## config.mk

```make
export PLATFORM = sky130hd
export DESIGN_NAME = spi_flash_command_sequencer_top
export DESIGN_NICKNAME = d
export VERILOG_FILES = /design/src/rtl/core/sfcs_pkg.sv /design/src/rtl/core/sfcs_front.sv /design/src/rtl/core/sfcs_back.sv /design/src/rtl/core/spi_flash_command_sequencer_top.sv
export SDC_FILE = /design/constraint.sdc
export NUM_CORES = 1
export LEC_CHECK = 0
export BUFFER_PORTS_ARGS = -buffer_cell sky130_fd_sc_hd__buf_2
export CORE_MARGIN = 4
export CORE_UTILIZATION = 66
export DETAILED_ROUTE_END_ITERATION = 7
export GPL_ROUTABILITY_DRIVEN = 0
export PLACE_DENSITY_LB_ADDON = 0.05
export SYNTH_ARGS = -nofsm -noshare
export SYNTH_HDL_FRONTEND = slang
export SYNTH_SLANG_ARGS = --single-unit
```

## constraint.sdc

```tcl
create_clock -name clk -period 6.1 [get_ports clk]
set_clock_uncertainty 0.15 [all_clocks]
set_input_delay 0.61 -clock clk [delete_from_list [all_inputs] [get_ports clk]]
set_output_delay 0.61 -clock clk [all_outputs]
set_load 0.01 [all_outputs]
```

## src/rtl/core/sfcs_pkg.sv

```systemverilog
// Shared constants and types of the flash command sequencer.
`default_nettype none
package sfcs_pkg;
  localparam int PAGE_BYTES = 256;
  localparam int PW = $clog2(PAGE_BYTES);
  localparam int CW = PW + 1;

  localparam logic [7:0] CMD_ID   = 8'h9F;
  localparam logic [7:0] CMD_WEN  = 8'h06;
  localparam logic [7:0] CMD_RDSR = 8'h05;
  localparam logic [7:0] CMD_SE   = 8'h20;
  localparam logic [7:0] CMD_PP   = 8'h02;
  localparam logic [7:0] CMD_READ = 8'h03;
  localparam logic [7:0] DUMMY    = 8'hFF;

  localparam logic [1:0] MODE_REQ  = 2'd0;
  localparam logic [1:0] MODE_RX   = 2'd1;
  localparam logic [1:0] MODE_DATA = 2'd2;

  localparam logic [1:0] OP_ID    = 2'd0;
  localparam logic [1:0] OP_READ  = 2'd1;
  localparam logic [1:0] OP_ERASE = 2'd2;
  localparam logic [1:0] OP_WRITE = 2'd3;

  localparam logic [2:0] ACT_SEL_LOW  = 3'd0;
  localparam logic [2:0] ACT_SEND     = 3'd1;
  localparam logic [2:0] ACT_SEL_HIGH = 3'd2;
  localparam logic [2:0] ACT_READ     = 3'd3;
  localparam logic [2:0] ACT_IDENT    = 3'd4;
  localparam logic [2:0] ACT_DONE     = 3'd5;
  localparam logic [2:0] ACT_NEED     = 3'd6;
  localparam logic [2:0] ACT_REJECT   = 3'd7;

  typedef struct packed {
    logic [1:0]  mode;
    logic [1:0]  op;
    logic [23:0] address;
    logic [15:0] length;
    logic [7:0]  data_byte;
  } item_t;

  typedef struct packed {
    logic [2:0]  action;
    logic [23:0] value;
  } res_t;

  // Up to four results per item, count 0..4.
  typedef struct packed {
    logic [2:0] cnt;
    res_t [3:0] r;
  } burst_t;
endpackage
`default_nettype wire

```

## src/rtl/core/sfcs_front.sv

```systemverilog
// Front end: takes items, drops those that can never act, queues the rest.
`default_nettype none
module sfcs_front (
  input  wire                   clk,
  input  wire                   rst_n,
  input  wire                   in_valid,
  output logic                  in_ready,
  input  sfcs_pkg::item_t       in_item,
  output logic                  q_valid,
  input  wire                   q_ready,
  output sfcs_pkg::item_t       q_item
);
  import sfcs_pkg::*;
  item_t      mem_r [4];
  logic [1:0] wp_r, wp_nxt, rp_r, rp_nxt;
  logic [2:0] cnt_r, cnt_nxt;
  logic       push, pop, keep;

  // Mode 3 never produces a result; drop it here.
  assign keep     = (in_item.mode != 2'd3);
  assign in_ready = (cnt_r != 3'd4);
  assign push     = in_valid && in_ready && keep;
  assign q_valid  = (cnt_r != 3'd0);
  assign pop      = q_valid && q_ready;
  assign q_item   = mem_r[rp_r];

  always_comb begin
    wp_nxt  = push ? wp_r + 2'd1 : wp_r;
    rp_nxt  = pop ? rp_r + 2'd1 : rp_r;
    cnt_nxt = cnt_r + {2'd0, push} - {2'd0, pop};
  end

  always_ff @(posedge clk) begin
    if (push) begin
      mem_r[wp_r] <= in_item;
    end
  end

  always_ff @(posedge clk) begin
    if (!rst_n) begin
      wp_r  <= '0;
      rp_r  <= '0;
      cnt_r <= '0;
    end else begin
      wp_r  <= wp_nxt;
      rp_r  <= rp_nxt;
      cnt_r <= cnt_nxt;
    end
  end
endmodule
`default_nettype wire

```

## src/rtl/core/sfcs_back.sv

```systemverilog
// Back end: command state machine, one queued item per step, then result drain.
`default_nettype none
module sfcs_back (
  input  wire                   clk,
  input  wire                   rst_n,
  input  wire                   q_valid,
  output logic                  q_ready,
  input  sfcs_pkg::item_t       q_item,
  output logic                  out_valid,
  input  wire                   out_ready,
  output sfcs_pkg::res_t        out_res,
  output logic                  out_last
);
  import sfcs_pkg::*;
  localparam logic [3:0] PH_IDLE = 4'd0, PH_ID = 4'd1, PH_WEN = 4'd2, PH_ADDR = 4'd3,
                         PH_READ = 4'd4, PH_NEED = 4'd5, PH_DATA = 4'd6,
                         PH_POLLCMD = 4'd7, PH_POLL = 4'd8;
  localparam logic [1:0] NX_ERASE = 2'd1, NX_FINAL = 2'd2, NX_PAGE = 2'd3;

  logic [3:0]  ph_r, ph_nxt;
  logic [1:0]  aop_r, aop_nxt;
  logic [23:0] cur_r, cur_nxt;
  logic [15:0] left_r, left_nxt;
  logic [CW-1:0] chk_r, chk_nxt;
  logic [1:0]  fi_r, fi_nxt;
  logic [23:0] ida_r, ida_nxt;
  logic [1:0]  apn_r, apn_nxt;
  burst_t      bur_r, bur_nxt, b;
  logic [2:0]  oi_r, oi_nxt;
  logic        busy, step;
  logic [CW-1:0] room;
  logic [15:0]   left_dec;

  // Results drain one per cycle while out_ready is high; the next item waits.
  assign busy      = (oi_r != bur_r.cnt);
  assign q_ready   = !busy;
  assign step      = q_valid && !busy;
  assign out_valid = busy;
  assign out_res   = bur_r.r[oi_r[1:0]];
  assign out_last  = (oi_r + 3'd1 == bur_r.cnt);
  assign room      = CW'(PAGE_BYTES) - {1'b0, cur_r[PW-1:0]};
  assign left_dec  = left_r - 16'd1;

  function automatic burst_t put(burst_t x, logic [2:0] a, logic [23:0] v);
    burst_t y;
    y = x;
    if (x.cnt != 3'd4) begin
      y.r[x.cnt[1:0]] = '{action: a, value: v};
      y.cnt = x.cnt + 3'd1;
    end
    return y;
  endfunction

  always_comb begin
    ph_nxt = ph_r; aop_nxt = aop_r; cur_nxt = cur_r; left_nxt = left_r;
    chk_nxt = chk_r; fi_nxt = fi_r; ida_nxt = ida_r; apn_nxt = apn_r;
    b = '0;
    case (q_item.mode)
      MODE_REQ: begin
        if (ph_r != PH_IDLE) begin
          b = put(b, ACT_REJECT, '0);
        end else begin
          aop_nxt = q_item.op; cur_nxt = q_item.address; left_nxt = q_item.length;
          fi_nxt = '0; chk_nxt = '0; apn_nxt = '0;
          case (q_item.op)
            OP_ID: begin
              ida_nxt = '0;
              b = put(b, ACT_SEL_LOW, '0); b = put(b, ACT_SEND, {16'd0, CMD_ID});
              ph_nxt = PH_ID;
            end
            OP_READ: begin
              b = put(b, ACT_SEL_LOW, '0); b = put(b, ACT_SEND, {16'd0, CMD_READ});
              ph_nxt = PH_ADDR;
            end
            OP_ERASE: begin
              b = put(b, ACT_SEL_LOW, '0); b = put(b, ACT_SEND, {16'd0, CMD_WEN});
              ph_nxt = PH_WEN;
            end
            default: begin
              if (q_item.length == 16'd0) begin
                b = put(b, ACT_DONE, '0);
                ph_nxt = PH_IDLE;
              end else begin
                chk_nxt = ({{(CW-1){1'b0}}, 1'b0} | CW'(PAGE_BYTES)) -
                          {1'b0, q_item.address[PW-1:0]};
                if ({{(16-CW){1'b0}}, chk_nxt} > q_item.length) chk_nxt = CW'(q_item.length);
                b = put(b, ACT_SEL_LOW, '0); b = put(b, ACT_SEND, {16'd0, CMD_WEN});
                ph_nxt = PH_WEN;
              end
            end
          endcase
        end
      end
      MODE_RX: begin
        case (ph_r)
          PH_ID: begin
            if (fi_r != 2'd0) ida_nxt = {ida_r[15:0], q_item.data_byte};
            if (fi_r != 2'd3) begin
              b = put(b, ACT_SEND, {16'd0, DUMMY});
              fi_nxt = fi_r + 2'd1;
            end else begin
              // identity word includes the byte arriving now
              b = put(b, ACT_SEL_HIGH, '0); b = put(b, ACT_IDENT, ida_nxt);
              b = put(b, ACT_DONE, '0);
              ph_nxt = PH_IDLE;
            end
          end
          PH_WEN: begin
            b = put(b, ACT_SEL_HIGH, '0); b = put(b, ACT_SEL_LOW, '0);
            if (aop_r == OP_ERASE) begin
              b = put(b, ACT_SEND, {16'd0, CMD_RDSR});
              apn_nxt = NX_ERASE; ph_nxt = PH_POLLCMD;
            end else begin
              b = put(b, ACT_SEND, {16'd0, CMD_PP});
              fi_nxt = '0; ph_nxt = PH_ADDR;
            end
          end
          PH_ADDR: begin
            if (fi_r != 2'd3) begin
              case (fi_r)
                2'd0:    b = put(b, ACT_SEND, {16'd0, cur_r[23:16]});
                2'd1:    b = put(b, ACT_SEND, {16'd0, cur_r[15:8]});
                default: b = put(b, ACT_SEND, {16'd0, cur_r[7:0]});
              endcase
              fi_nxt = fi_r + 2'd1;
            end else if (aop_r == OP_READ) begin
              if (left_r != 16'd0) begin
                b = put(b, ACT_SEND, {16'd0, DUMMY}); ph_nxt = PH_READ;
              end else begin
                b = put(b, ACT_SEL_HIGH, '0); b = put(b, ACT_DONE, '0); ph_nxt = PH_IDLE;
              end
            end else if (aop_r == OP_ERASE) begin
              b = put(b, ACT_SEL_HIGH, '0); b = put(b, ACT_SEL_LOW, '0);
              b = put(b, ACT_SEND, {16'd0, CMD_RDSR});
              apn_nxt = NX_FINAL; ph_nxt = PH_POLLCMD;
            end else begin
              b = put(b, ACT_NEED, '0); ph_nxt = PH_NEED;
            end
          end
          PH_READ: begin
            b = put(b, ACT_READ, {16'd0, q_item.data_byte});
            left_nxt = left_dec;
            if (left_dec != 16'd0) begin
              b = put(b, ACT_SEND, {16'd0, DUMMY});
            end else begin
              b = put(b, ACT_SEL_HIGH, '0); b = put(b, ACT_DONE, '0); ph_nxt = PH_IDLE;
            end
          end
          PH_DATA: begin
            if (chk_r != '0) begin
              b = put(b, ACT_NEED, '0); ph_nxt = PH_NEED;
            end else begin
              b = put(b, ACT_SEL_HIGH, '0); b = put(b, ACT_SEL_LOW, '0);
              b = put(b, ACT_SEND, {16'd0, CMD_RDSR});
              apn_nxt = NX_PAGE; ph_nxt = PH_POLLCMD;
            end
          end
          PH_POLLCMD: begin
            b = put(b, ACT_SEND, {16'd0, DUMMY}); ph_nxt = PH_POLL;
          end
          PH_POLL: begin
            if (q_item.data_byte[0]) begin
              b = put(b, ACT_SEND, {16'd0, DUMMY});
            end else begin
              b = put(b, ACT_SEL_HIGH, '0);
              if (apn_r == NX_ERASE) begin
                b = put(b, ACT_SEL_LOW, '0); b = put(b, ACT_SEND, {16'd0, CMD_SE});
                fi_nxt = '0; ph_nxt = PH_ADDR;
              end else if (apn_r == NX_PAGE && left_r != 16'd0) begin
                chk_nxt = room;
                if ({{(16-CW){1'b0}}, room} > left_r) chk_nxt = CW'(left_r);
                b = put(b, ACT_SEL_LOW, '0); b = put(b, ACT_SEND, {16'd0, CMD_WEN});
                ph_nxt = PH_WEN;
              end else begin
                b = put(b, ACT_DONE, '0); ph_nxt = PH_IDLE;
              end
            end
          end
          default: ;
        endcase
      end
      default: begin
        if (ph_r == PH_NEED) begin
          b = put(b, ACT_SEND, {16'd0, q_item.data_byte});
          if (chk_r != '0) chk_nxt = chk_r - CW'(1);
          left_nxt = left_dec;
          cur_nxt = cur_r + 24'd1;
          ph_nxt = PH_DATA;
        end
      end
    endcase
    bur_nxt = step ? b : bur_r;
    oi_nxt  = step ? 3'd0 : ((out_valid && out_ready) ? oi_r + 3'd1 : oi_r);
  end

  always_ff @(posedge clk) begin
    if (!rst_n) begin
      ph_r <= PH_IDLE; aop_r <= '0; cur_r <= '0; left_r <= '0; chk_r <= '0;
      fi_r <= '0; ida_r <= '0; apn_r <= '0; bur_r <= '0; oi_r <= '0;
    end else begin
      oi_r  <= oi_nxt;
      bur_r <= bur_nxt;
      if (step) begin
        ph_r <= ph_nxt; aop_r <= aop_nxt; cur_r <= cur_nxt; left_r <= left_nxt;
        chk_r <= chk_nxt; fi_r <= fi_nxt; ida_r <= ida_nxt; apn_r <= apn_nxt;
      end
    end
  end
endmodule
`default_nettype wire

```

## src/rtl/core/spi_flash_command_sequencer_top.sv

```systemverilog
// Top level of the serial NOR flash command sequencer.
// Usage:
//  - in_* channel: one transaction per event: host request, byte received from
//    the flash, or host write byte (in_tuser = mode). Mode 3 is dropped.
//  - out_* channel: 0..4 result transactions per event, action in out_tuser,
//    value in out_tdata, out_tlast on the final result of the event.
//  - A queued event is evaluated as the back end takes it; its first result
//    appears on the next cycle, then one per cycle unless out_tready is low.
//  - The back end takes the next event only once every result of the
//    previous event has drained; the result drain sets the event rate.
//  - A four-entry queue separates intake from the back end, so events are
//    accepted while results wait on a stalled receiver.
//  - Events that give no result (stray bytes) leave nothing to drain.
//  - Reset (rst_n low, synchronous) empties the queue, drops pending
//    results and returns the sequencer to idle.
//  - When out_tready is low the current result holds; intake keeps going
//    until the queue is full.
`default_nettype none
module spi_flash_command_sequencer_top (
  input  wire         clk,
  input  wire         rst_n,
  input  wire         in_tvalid,
  output logic        in_tready,
  input  wire  [55:0] in_tdata,  // op[1:0], address[25:2], length[41:26], data_byte[49:42]
  input  wire  [1:0]  in_tuser,  // mode[1:0]
  output logic        out_tvalid,
  input  wire         out_tready,
  output logic [23:0] out_tdata, // value[23:0]
  output logic [2:0]  out_tuser, // action[2:0]
  output logic        out_tlast  // last
);
  import sfcs_pkg::*;
  item_t in_item, q_item;
  res_t  res;
  logic  q_valid, q_ready;

  assign in_item = '{mode: in_tuser, op: in_tdata[1:0], address: in_tdata[25:2],
                     length: in_tdata[41:26], data_byte: in_tdata[49:42]};

  sfcs_front u_front (
    .clk(clk), .rst_n(rst_n), .in_valid(in_tvalid), .in_ready(in_tready),
    .in_item(in_item), .q_valid(q_valid), .q_ready(q_ready), .q_item(q_item)
  );

  sfcs_back u_back (
    .clk(clk), .rst_n(rst_n), .q_valid(q_valid), .q_ready(q_ready), .q_item(q_item),
    .out_valid(out_tvalid), .out_ready(out_tready), .out_res(res), .out_last(out_tlast)
  );

  assign out_tdata = res.value;
  assign out_tuser = res.action;
endmodule
`default_nettype wire

```

Word level (Yosys, flattened, before mapping) --
Memories as Yosys holds them, arrays and structs flattened. A register that Yosys moved wholly into a read port is not among the register bits. Index checks and enable logic that the tools add are counted.
Word-level totals: logic and storage cells 495, memories kept 1, memory bits (writable) 208, output and inout port bits 30, latch bits 0, register bits after elaboration 204, ROM bits 0, bits of input ports 62
Memories:
- u_front.mem_r | words 4, width 52, read ports 1, clocked after Yosys merged registers in 1, write ports 1, line sfcs_front.sv:14 | item_t mem_r [4];
Cells by class: mux-type cells 236, reduce and logical (&&, ||, !) cells 49, shift operators 0, magnitude comparators 39, bitwise logic cells 59, multipliers 0, div/mod/pow operators 0, equality and inequality tests 61, $add $sub $neg 29
Operators with widths (count):
- $mux 111 | 59
- $mux 27 | 55
- $demux 27 s2 | 18
- $pmux 111 s7 | 1
- $not 96->96 | 7
- $not 100->100 | 6
- $and 27x108->108 | 4
- $not 108->108 | 4
- $and 100x100->100 | 4
- $and 96x96->96 | 4
- $pmux 111 s3 | 1
- $and 24x96->96 | 3
- $pmux 111 s2 | 1
- $and 25x100->100 | 2
- $mux 24 | 8
- $mux 3 | 38
- $mux 109 | 1
- $bwmux 108 | 1
- $and 26x104->104 | 1
- $not 104->104 | 1
- $mux 9 | 11
- $pmux 24 s2 | 2
- $and 20x80->80 | 1
- $not 80->80 | 1
- 64 further kinds | 239

Logic depth before layout (Yosys ltp) --
word-level depth 30, mapped depth 15, mapped depth without buffers 13

Hierarchy --
A second synthesis with hierarchy kept.
Unflattened totals: cell total of the unflattened synthesis 1501, area total of the unflattened synthesis 17018.8 um^2
By module, submodules not included:
- sfcs_back | cells each 1179, area each 8951.1 um^2, times used 1, sequential area each 2642.5 um^2
- sfcs_front | cells each 322, area each 8067.7 um^2, times used 1, sequential area each 6426.2 um^2

Worst setup path after synthesis --
No wires, ideal clock.
path kind reg-to-reg, from reg with a tool-made name, to reg u_back.chk_r[2], arrival time 3.842 ns, period minus slack after synthesis 4.095 ns, slack 2.005 ns, setup time 0.103 ns, required time 5.847 ns, stages on the path, launching flop included 15, cell sequence dfxtp_1 -> buf_6 -> buf_2 -> mux4_1 -> nor4_1 -> nand3b_1 -> xor2_1 -> ha_1 -> and3_2 -> nand3_1 -> a21o_2 -> a211oi_4 -> mux2_4 -> nand3_2 -> a2111oi_2
RTL lines:
- to (signal assigned) | line sfcs_back.sv:205 | chk_r <= chk_nxt; fi_r <= fi_nxt; ida_r <= ida_nxt; apn_r <= apn_nxt;
- to (decl) | line sfcs_back.sv:24 | logic [CW-1:0] chk_r, chk_nxt;

==> metrics.cfg <==
[timing]
grt_setup_unrepaired = false
fin_setup_tns_ns = 0
setup_viol = 0
post-route-period-util = 0.749
fmax_mhz = 219
timing.final.ws_setup_ns = 1.53
finalMaxSlewViolations = 0
final_hold_viol_count = 0
min_period_ns = 4.57
timing.hold.ws_ns = 0.149
slew_headroom = 0.209
worst_pin_slew_ns = 1.18

[detailed_routing]
wl_per_cell_um = 21.4
routed_wl_um = 40200
avgViaCountPerCell = 6.45
drt_iter0_markers = 1259
drt_first_pass_iters = 5
vias = 12134
ant_nets = 0
drc = 0

[clock_tree]
cts_made_buffers = 36
clk_latency_ns = 0.53
clkTransAtPathRegs_ns = 0.06
htreeDepth = 2
cts_setup_buffers = 0
clock_path_buffers = 3
post_cts_resized = 0
clock-root-buffer = clkbuf_16
cts_tree = done
cts_hold_buf = 0
cts_sinks = 349

[min_path]
hold_class = in -> reg

[setup_path]
crit_type = reg -> reg
endpoint_kind = flop
arrival_ns = 4.84
crit_required_ns = 6.37
path_max_fanout = 33
critPathLaunchType = flop

[pwr]
sw_frac_of_total = 0.393
switchingPower_mw = 3.62
p_per_area_nw_per_um2 = 496
fin_total_pwr_mw = 9.21
p_seq_frac = 0.339
p_leak_nw = 6.47
clock_power_share = 0.238
vdd_drop_max_mv = 0.332
power.internal_mw = 5.59
p_comb_frac = 0.423

[synthesis]
ys_async_sr_fraction = 0
synthDistinctLibCells = 88
synth_area_leader_cell = edfxtp_1
synth_seq_cells = 349
synthTopCellsByArea = edfxtp_1 (37%), dfxtp_1 (17%), mux4_2 (5.5%)
avgSynthCellArea_um2 = 11.4
yosys.area.top_type_share = 0.372
syn_inst = 1469
synth_nets = 1573
ys_seq_area_frac = 0.540
synth_warnings = 0
synth_flop_cell = edfxtp_1
synth_area_um2 = 16800
synth_edf_count = 208

[placed_design]
post-dp-hpwl_um = 26600
placed_area_um2 = 17400
pre_cts_slack_ns = 1.54
portBuffers = 85

[die]
dieWidth_um = 167
die_h_um = 167
rows = 58
fp.coreArea_um2 = 25100
initial_utilization = 0.668
io_pins = 92
die-area_um2 = 28000

[cells_and_area]
fill_cells = 1754
nNetsFinal = 1629
final_common_cell = edfxtp_1
final_area_um2 = 18600
area_growth_pct = 10.6
antenna_cells = 0
layout_common_cells = edfxtp_1 (208), nand2_1 (139), dfxtp_1 (139)
drive_gt1_frac = 0.165

[global_route]
grt_util_all_layers = 0.286
grt_pass1_vias = 11422
grt_max_degree = 70
grt_pass1_wl_um = 64600
antenna_found_initial = 2
overflow = 0

[run]
cap_violations = 0

[outcome]
status = finished, final reports clean

metal layers:
metal | up-vias | global-route usage | wire (um)
met5 | - | 0 | 21
met4 | 4 | 0.0677 | 843
met3 | 77 | 0.0430 | 3010
met2 | 525 | 0.442 | 18800
met1 | 5876 | 0.433 | 17500
li1 | 5652 | - | -
metrics by stage:
step,utilization,std cells
finish,0.739,1881
global placement,0.693,1817
CTS,0.739,1881
global route,0.739,1881
detailed placement,0.693,1817
floorplan,-,1469
cells by family after synthesis:
group           count (synthesis)  share of synthesized area
xor+xnor                       26                     0.0136
simple gates                  446                      0.130
compound gates                355                      0.139
mux                           114                      0.111
buf+inv                       137                     0.0337
flops                         349                      0.540
fa+ha+maj                      42                     0.0318
synthesized netlist by cell type (4+ instances only):
cell type and count:
a21o_1 8, nand4_1 15, o221a_2 12, o21ai_0 92, o22ai_1 7, mux2_2 11, a31oi_1 18, or4_1 5
ha_1 41, o221ai_1 4, nand3_1 33, or3_1 13, mux2i_1 49, nor3_1 40, mux4_1 12, edfxtp_1 208
o31ai_1 4, buf_1 9, nor2b_1 9, a21oi_1 102, and3_1 9, and2_1 27, a221oi_1 14, a22o_1 18
a211oi_1 11, or2_2 4, o21a_1 7, xnor2_1 14, nor4_1 10, clkbuf_1 57, dfxtp_1 141, nor2_1 111
mux4_2 41, inv_1 49, nand2_1 139, xor2_1 12, nand2b_1 7, a41oi_1 5, a22oi_1 13, buf_2 15
state kept, by name, summed over array words and instances, names as in the netlist, named ones only:
register       flops
u_back.oi_r        3
u_front.mem_r    208
u_front.rp_r       2
u_back.ida_r      24
u_back.fi_r        2
u_front.cnt_r      3
u_back.aop_r       2
u_back.apn_r       2
u_back.left_r     16
u_back.chk_r       9
u_back.ph_r        4
u_front.wp_r       2
u_back.cur_r      24
u_back.bur_r      46
worst max-delay path: stages (launching register included):
cell,delay [ns]
dfxtp_4,0.72
mux4_1,0.77
nor4_1,0.32
nand2_1,0.14
nor3_1,0.34
ha_1,0.21
and3_2,0.18
nand3_1,0.10
a21o_2,0.22
a211oi_4,0.55
mux2_4,0.29
nand3_2,0.10
a2111oi_2,0.36
layout make-up:
class | instances | area (um^2) | share of cell area
Sequential cell | 349 | 9070 | 0.489
Multi-Input combinational cell | 983 | 7150 | 0.385
Clock buffer | 46 | 938 | 0.0506
Timing Repair Buffer | 104 | 568 | 0.0306
Tap cell | 330 | 413 | 0.0222
Clock inverter | 18 | 226 | 0.0122
Inverter | 51 | 191 | 0.0103
power by group through the flow:
stage	clock network, mW	registers (mW)	logic, mW
floorplan	0	2.96	2.99
global placement	0	3.14	3.73
detailed placement	0	3.16	3.80
CTS	2.22	3.11	3.83
global route	2.34	3.16	4.27
finish	2.19	3.12	3.89
path summary, 6_finish.rpt:
path                    startpoint              endpoint  slack, ns  depth (start not counted)
setup / recovery              flop       u_back.chk_r[2]       1.53                         12
hold / removal        in_tdata[11]  u_front.mem_r[0][33]       0.15                          1
setup reg to reg              flop       u_back.chk_r[2]       1.53                         12
hold reg to reg   u_back.bur_r[35]      u_back.bur_r[35]       0.29                          2
Note: power is estimated with default switching activity, not from simulation.
